<file path="config.mk">
export PLATFORM = sky130hd
export DESIGN_NAME = sha256_byte_stream_hasher_core
export DESIGN_NICKNAME = d
export VERILOG_FILES = /design/src/rtl/shabsh_pkg.sv /design/src/rtl/sha256_byte_stream_hasher_core.sv
export SDC_FILE = /design/constraint.sdc
export NUM_CORES = 2
export LEC_CHECK = 0
export BUFFER_PORTS_ARGS = -buffer_cell sky130_fd_sc_hd__buf_2
export CAP_MARGIN = 30
export CORE_MARGIN = 1
export CORE_UTILIZATION = 40
export DETAILED_ROUTE_END_ITERATION = 8
export HOLD_SLACK_MARGIN = 0.12
export PLACE_DENSITY = 0.51
export SETUP_SLACK_MARGIN = 0.2
export SYNTH_ARGS = -nofsm -noshare
export SYNTH_HDL_FRONTEND = slang
export SYNTH_SLANG_ARGS = --single-unit
</file>
<file path="constraint.sdc">
create_clock -name clock -period 26.5 [get_ports clock]
set_input_delay 5.3 -clock clock [delete_from_list [all_inputs] [get_ports clock]]
set_output_delay 5.3 -clock clock [all_outputs]
set_load 0.02 [all_outputs]
</file>
<file path="src/rtl/shabsh_pkg.sv">
// Shared types, round constants and mixing functions for the SHA-256 byte hasher.
// No dependencies; imported by sha256_byte_stream_hasher_core.
package shabsh_pkg;

   typedef logic [31:0] word_type;
   typedef logic [7:0]  byte_type;

   localparam byte_type PAD_MARK  = 8'h80;
   localparam byte_type PAD_ZERO  = 8'h00;
   localparam logic [5:0] LEN_START = 6'd56;

   localparam word_type H_INIT [8] = '{
      32'h6a09e667, 32'hbb67ae85, 32'h3c6ef372, 32'ha54ff53a,
      32'h510e527f, 32'h9b05688c, 32'h1f83d9ab, 32'h5be0cd19};

   localparam word_type ROUND_K [64] = '{
      32'h428a2f98, 32'h71374491, 32'hb5c0fbcf, 32'he9b5dba5, 32'h3956c25b,
      32'h59f111f1, 32'h923f82a4, 32'hab1c5ed5, 32'hd807aa98, 32'h12835b01,
      32'h243185be, 32'h550c7dc3, 32'h72be5d74, 32'h80deb1fe, 32'h9bdc06a7,
      32'hc19bf174, 32'he49b69c1, 32'hefbe4786, 32'h0fc19dc6, 32'h240ca1cc,
      32'h2de92c6f, 32'h4a7484aa, 32'h5cb0a9dc, 32'h76f988da, 32'h983e5152,
      32'ha831c66d, 32'hb00327c8, 32'hbf597fc7, 32'hc6e00bf3, 32'hd5a79147,
      32'h06ca6351, 32'h14292967, 32'h27b70a85, 32'h2e1b2138, 32'h4d2c6dfc,
      32'h53380d13, 32'h650a7354, 32'h766a0abb, 32'h81c2c92e, 32'h92722c85,
      32'ha2bfe8a1, 32'ha81a664b, 32'hc24b8b70, 32'hc76c51a3, 32'hd192e819,
      32'hd6990624, 32'hf40e3585, 32'h106aa070, 32'h19a4c116, 32'h1e376c08,
      32'h2748774c, 32'h34b0bcb5, 32'h391c0cb3, 32'h4ed8aa4a, 32'h5b9cca4f,
      32'h682e6ff3, 32'h748f82ee, 32'h78a5636f, 32'h84c87814, 32'h8cc70208,
      32'h90befffa, 32'ha4506ceb, 32'hbef9a3f7, 32'hc67178f2};

   function automatic word_type ror32(input word_type x, input int unsigned n);
      ror32 = (x >> n) | (x << (32 - n));
   endfunction

   function automatic word_type big_sigma0(input word_type x);
      big_sigma0 = ror32(x, 2) ^ ror32(x, 13) ^ ror32(x, 22);
   endfunction

   function automatic word_type big_sigma1(input word_type x);
      big_sigma1 = ror32(x, 6) ^ ror32(x, 11) ^ ror32(x, 25);
   endfunction

   function automatic word_type small_sigma0(input word_type x);
      small_sigma0 = ror32(x, 7) ^ ror32(x, 18) ^ (x >> 3);
   endfunction

   function automatic word_type small_sigma1(input word_type x);
      small_sigma1 = ror32(x, 17) ^ ror32(x, 19) ^ (x >> 10);
   endfunction

endpackage

</file>
<file path="src/rtl/sha256_byte_stream_hasher_core.sv">
// SHA-256 hasher taking at most one message byte per transfer and one round per cycle.
// A byte transfer is taken in IDLE; one that completes a 64-byte block starts a compression
// (64 rounds on the shared round unit plus chaining add). An end transfer pads one
// byte per cycle (up to 64, plus a second block when needed), compresses, then
// offers 8 digest words, one per cycle while rsp_ready holds. req_ready is low meanwhile.
// Reset (synchronous, active high) restores the initial hash and clears count and fill.
module sha256_byte_stream_hasher_core (
   input  logic                  clock,
   input  logic                  reset,
   input  logic                  req_valid,
   output logic                  req_ready,
   input  shabsh_pkg::byte_type  req_data_byte,
   input  logic                  req_byte_present,
   input  logic                  req_end_of_message,
   output logic                  rsp_valid,
   input  logic                  rsp_ready,
   output shabsh_pkg::word_type  rsp_digest_word,
   output logic [2:0]            rsp_word_index,
   output logic                  rsp_last_word
);
   import shabsh_pkg::*;

   localparam logic [2:0] ST_IDLE  = 3'd0;
   localparam logic [2:0] ST_PAD   = 3'd1;
   localparam logic [2:0] ST_ROUND = 3'd2;
   localparam logic [2:0] ST_ADD   = 3'd3;
   localparam logic [2:0] ST_OUT   = 3'd4;

   localparam logic [1:0] PH_MARK = 2'd0;
   localparam logic [1:0] PH_ZERO = 2'd1;
   localparam logic [1:0] PH_LEN  = 2'd2;

   logic [2:0]   state_ff, state_in;
   logic [1:0]   phase_ff, phase_in;
   logic         finishing_ff, finishing_in;
   logic [5:0]   fill_ff, fill_in;
   logic [5:0]   round_ff, round_in;
   logic [2:0]   out_idx_ff, out_idx_in;
   logic [63:0]  bits_ff, bits_in;
   logic [511:0] block_ff, block_in;
   word_type     chain_ff [8];
   word_type     chain_in [8];
   word_type     v_ff [8];
   word_type     v_in [8];

   logic         push_en;
   byte_type     push_byte;
   logic         wrap;
   logic [63:0]  len_shift;
   word_type     w0, w1, w9, w14, w_new;
   word_type     t1, t2;

   assign req_ready       = (state_ff == ST_IDLE);
   assign rsp_valid       = (state_ff == ST_OUT);
   assign rsp_digest_word = chain_ff[out_idx_ff];
   assign rsp_word_index  = out_idx_ff;
   assign rsp_last_word   = (out_idx_ff == 3'd7);

   assign len_shift = bits_ff << {fill_ff[2:0], 3'b000};
   assign wrap      = push_en && (fill_ff == 6'd63);

   assign w0    = block_ff[511:480];
   assign w1    = block_ff[479:448];
   assign w9    = block_ff[223:192];
   assign w14   = block_ff[63:32];
   assign w_new = w0 + small_sigma0(w1) + w9 + small_sigma1(w14);

   assign t1 = v_ff[7] + big_sigma1(v_ff[4]) + ((v_ff[4] & v_ff[5]) ^ (~v_ff[4] & v_ff[6]))
             + ROUND_K[round_ff] + w0;
   assign t2 = big_sigma0(v_ff[0])
             + ((v_ff[0] & v_ff[1]) ^ (v_ff[0] & v_ff[2]) ^ (v_ff[1] & v_ff[2]));

   always_comb begin
      push_en   = 1'b0;
      push_byte = req_data_byte;
      phase_in  = phase_ff;
      case (state_ff)
         ST_IDLE: begin
            push_en = req_valid && req_byte_present;
         end
         ST_PAD: begin
            push_en = 1'b1;
            case (phase_ff)
               PH_MARK: begin
                  push_byte = PAD_MARK;
                  phase_in  = PH_ZERO;
               end
               PH_ZERO: begin
                  if (fill_ff == LEN_START) begin
                     push_byte = len_shift[63:56];
                     phase_in  = PH_LEN;
                  end else begin
                     push_byte = PAD_ZERO;
                  end
               end
               default: begin
                  push_byte = len_shift[63:56];
               end
            endcase
         end
         default: begin
            push_en = 1'b0;
         end
      endcase
   end

   always_comb begin
      state_in     = state_ff;
      finishing_in = finishing_ff;
      fill_in      = fill_ff;
      round_in     = round_ff;
      out_idx_in   = out_idx_ff;
      bits_in      = bits_ff;
      block_in     = block_ff;
      for (int i = 0; i < 8; i++) begin
         chain_in[i] = chain_ff[i];
         v_in[i]     = v_ff[i];
      end

      if (push_en) begin
         block_in = {block_ff[503:0], push_byte};
         fill_in  = fill_ff + 6'd1;
      end
      if (wrap) begin
         round_in = 6'd0;
         for (int i = 0; i < 8; i++) begin
            v_in[i] = chain_ff[i];
         end
      end

      case (state_ff)
         ST_IDLE: begin
            if (req_valid) begin
               if (req_byte_present) begin
                  bits_in = bits_ff + 64'd8;
               end
               if (req_end_of_message) begin
                  finishing_in = 1'b1;
               end
               if (wrap) begin
                  state_in = ST_ROUND;
               end else if (req_end_of_message) begin
                  state_in = ST_PAD;
               end
            end
         end
         ST_PAD: begin
            if (wrap) begin
               state_in = ST_ROUND;
            end
         end
         ST_ROUND: begin
            v_in[0]  = t1 + t2;
            v_in[1]  = v_ff[0];
            v_in[2]  = v_ff[1];
            v_in[3]  = v_ff[2];
            v_in[4]  = v_ff[3] + t1;
            v_in[5]  = v_ff[4];
            v_in[6]  = v_ff[5];
            v_in[7]  = v_ff[6];
            block_in = {block_ff[479:0], w_new};
            round_in = round_ff + 6'd1;
            if (round_ff == 6'd63) begin
               state_in = ST_ADD;
            end
         end
         ST_ADD: begin
            for (int i = 0; i < 8; i++) begin
               chain_in[i] = chain_ff[i] + v_ff[i];
            end
            if (!finishing_ff) begin
               state_in = ST_IDLE;
            end else if (phase_ff == PH_LEN) begin
               state_in = ST_OUT;
            end else begin
               state_in = ST_PAD;
            end
         end
         ST_OUT: begin
            if (rsp_ready) begin
               out_idx_in = out_idx_ff + 3'd1;
               if (out_idx_ff == 3'd7) begin
                  for (int i = 0; i < 8; i++) begin
                     chain_in[i] = H_INIT[i];
                  end
                  fill_in      = 6'd0;
                  bits_in      = 64'd0;
                  finishing_in = 1'b0;
                  state_in     = ST_IDLE;
               end
            end
         end
         default: begin
            state_in = ST_IDLE;
         end
      endcase
   end

   always_ff @(posedge clock) begin
      if (reset) begin
         state_ff     <= ST_IDLE;
         phase_ff     <= PH_MARK;
         finishing_ff <= 1'b0;
         fill_ff      <= 6'd0;
         round_ff     <= 6'd0;
         out_idx_ff   <= 3'd0;
         bits_ff      <= 64'd0;
         for (int i = 0; i < 8; i++) begin
            chain_ff[i] <= H_INIT[i];
         end
      end else begin
         state_ff     <= state_in;
         phase_ff     <= (state_ff == ST_IDLE) ? PH_MARK : phase_in;
         finishing_ff <= finishing_in;
         fill_ff      <= fill_in;
         round_ff     <= round_in;
         out_idx_ff   <= out_idx_in;
         bits_ff      <= bits_in;
         for (int i = 0; i < 8; i++) begin
            chain_ff[i] <= chain_in[i];
         end
      end
   end

   always_ff @(posedge clock) begin
      block_ff <= block_in;
      for (int i = 0; i < 8; i++) begin
         v_ff[i] <= v_in[i];
      end
   end

   a_no_overlap: assert property (@(posedge clock) disable iff (reset)
      !(rsp_valid && req_ready))
      else $error("request and response sides open together");

   a_round_to_add: assert property (@(posedge clock) disable iff (reset)
      (state_ff == ST_ROUND && round_ff == 6'd63) |=> (state_ff == ST_ADD))
      else $error("compression did not end after final round");

   a_len_window: assert property (@(posedge clock) disable iff (reset)
      (state_ff == ST_PAD && phase_ff == PH_LEN) |-> (fill_ff[5:3] == 3'b111))
      else $error("length bytes outside last eight block positions");

   a_digest_restart: assert property (@(posedge clock) disable iff (reset)
      (rsp_valid && rsp_ready && rsp_last_word) |=>
         (state_ff == ST_IDLE && fill_ff == 6'd0 && bits_ff == 64'd0
          && chain_ff[0] == H_INIT[0] && !finishing_ff))
      else $error("state not restored after digest");

   a_out_entry: assert property (@(posedge clock) disable iff (reset)
      $rose(rsp_valid) |-> (out_idx_ff == 3'd0 && fill_ff == 6'd0))
      else $error("digest offered mid-block or mid-sequence");

endmodule

</file>
==> results.ini <==
[sta]
worst_pin_slew_ns=1.21
fin_crit_sh_pct=37.1
fin_tns_setup_ns=0
setup_viol=0
maxClockFrequency_ghz=0.102
finalMaxSlewViolations=0
relSlewSlack_pct=19.3
fin_skew_ns=0.0360
hold_viol=0
post-route-min-period_ns=9.82
fin_ws_ns=16.68
rsz0062_at_grt=no

[pwr]
ir_drop_uv=70.6
p_leak_nw=33.4
p_per_area_nw_per_um2=80.0

[global_route]
grt_first_pass_wirelength_um=374000
antenna_found_initial=4
grt_pass1_vias=56700
grt_usage_pct=26.7
gr-total-overflow=0
grt_max_degree=218

[clocking]
clock_path_buffers=3
cts_tree=built
clk-insertion-delay-late_ns=0.80
post_cts_resized=0
cts_root_buf=clkbuf_16
clkSinkCount=1109
cts_buffers=138
clk_pin_slew_ns=0.06
htree_levels=4
hold_buffers=0
cts_setup_buffers=0

[layout]
drive_gt1_share_pct=6.59
nFillCells=18100
antenna_cells=0
finalNetCount=8736
fin_cells=10700
final_area_um2=81100
area_delta_synth_final_pct=9.24

[synth]
async_flop_share_pct=0
synth_top_family_by_area=simple AND/OR/NAND/NOR gates
ys_warn_count=0
synthMostInstantiatedCell=nand2_1
synth_xor_area_share_pct=7.27
synth_edf_count=768
synthCells=8336
synth_nets=8943
synth.area.mux_share_pct=3.79
syn_area_per_cell_um2=8.91
ys.flop_type=edfxtp_1
synthTopCellsByCount=2296 x nand2_1, 768 x edfxtp_1, 497 x o21ai_0, 449 x a21oi_1, 449 x inv_1
syn-cell-area_um2=74200
ys_seq_area_share_pct=40.3
yosysTopAreaCellShare_pct=31.1
synthAdderAreaFrac_pct=12.0
synth_area_leaders=edfxtp_1 31%, nand2_1 12%, dfxtp_1 9.2%, ha_1 6.7%, fa_1 5.3%
yosys.area_share.simple_pct=18.0
synth_largest_area_cell=edfxtp_1
ys_seq_elements=1109
synth.distinct_cells=89
synth-compound-area-share_pct=13.9

[floorplan]
start_util_pct=40.4
num_io_pins=52
die_area_um2=187000
die_h_um=433
die_x_um=433
coreArea_um2=184000
row_count=157

[worst_setup_path]
rr_startpoint=round_ff[3]
reg2reg_depth=33
max_stage_delay_ns=0.82
required_ns=27.12
critical_path_buf_inv_count=5
cp-start-kind=flop
critPathArrivalTime_ns=10.44
worstPathMaxFanout=65
cp_top_family=compound AO/OA/AOI/OAI gates
rrSetupSlack_ns=16.68
endpoint_kind=flop
cp_slowest_cell=o31ai_1
worstReg2RegEnd=v_ff[0][28]
criticalPathCategory=flop to flop

[drt]
dr.pass1.iters=7
antenna_left=0
vias_per_cell=5.57
route.detailed.drc=0
wire_per_inst_um=23.6
vias=59600
routed_wl_um=253000
dr.first_iter.drc_count=6056

[place]
dpl_worst_slack_ns=16.99
dp_cells=10500
dpl_cell_area_um2=76600
globalplace.congestion=0.950
port-buffer-count=51
place_hpwl_um=183000

[worst_hold_path]
hold_path.startpoint=finishing_ff
worstHoldEndpoint=finishing_ff
worstHoldPathCells=2
min_path_type=flop to flop

[flow_run]
max_cap_viol_count=0

[run_status]
status=completed

through the flow:
step / utilization, % / power (mW) / hold slack [ns]
finish: 44.2 / 6.49 / 0.479
global route: 44.2 / 6.88 / 0.504
CTS: 44.1 / 6.50 / 0.485
detailed placement: 41.7 / 4.59 / 0.477
global placement: 41.7 / 4.58 / 0.462
floorplan: - / 3.97 / 0.440
power breakdown:
| part | internal [mW] | switching, mW | total [mW] |
|---|---|---|---|
| clock | 1.08 | 0.793 | 1.88 |
| combinational | 0.988 | 1.50 | 2.49 |
| sequential | 2.01 | 0.105 | 2.12 |
| total | 4.09 | 2.40 | 6.49 |
flip-flops by register name (all words and copies together) (netlist names), named ones only:
name / flops
rsp_word_index: 3
block_ff: 512
round_ff: 6
chain_ff: 256
state_ff: 3
phase_ff: 2
fill_ff: 6
v_ff: 256
finishing_ff: 1
bits_ff: 61
worst min-delay path, stage by stage, from the launching register on:
cell	delay, ns
dfxtp_1	0.32
inv_1	0.06
a21oi_1	0.05
final cells by class:
class                   instances  area, µm²  share of cell area, %
clock inverters                69        606                  0.747
well taps                    2464       3080                   3.80
multi-input cells            6292      40900                   50.5
repair buffers                136       1100                   1.35
flip-flops and latches       1109      29900                   36.9
clock buffers                 179       3770                   4.65
inverters                     452       1710                   2.10
per-layer routing:
metal  part of all wire (%)  wire length (µm)  GRT usage, %  vias up
li1                       -                 -             -    28200
met1                     47            120000          39.4    29200
met2                     43            109000          39.4     1917
met3                    7.4             18700          5.46      316
met4                    2.4              5990          6.75        0
met5                      0                 0             0        -
kinds of logic after synthesis:
kind of cell | after synthesis
AND/OR/NAND/NOR | 3250
AO/OA/AOI/OAI | 1662
flip-flops | 1109
buffers and inverters | 935
XOR/XNOR | 615
adder cells (fa/ha/maj) | 596
multiplexers | 169
layout by cell type (no fill, tap or decap), types with 71 or more instances in the layout:
master	count
nand2_1	2291
edfxtp_1	768
o21ai_0	497
a21oi_1	449
inv_1	447
ha_1	398
nor2_1	385
dfxtp_1	334
xnor2_1	323
xor2_1	291
a21o_1	214
fa_1	195
clkbuf_16	142
nand3_1	139
nor3_1	101
mux4_2	84
buf_4	71
worst max path at each step:
stage	cells after the start	endpoint	slack, ns	start
finish	33	v_ff[0][28]	16.68	round_ff[3]
CTS	33	v_ff[0][28]	16.90	round_ff[3]
global placement	33	v_ff[0][31]	17.02	round_ff[0]
detailed placement	33	v_ff[0][28]	16.99	round_ff[3]
global route	33	v_ff[0][28]	16.00	round_ff[3]
floorplan	2	block_ff[0]	4.86	req_valid
Note: power is estimated with default switching activity, not from simulation.
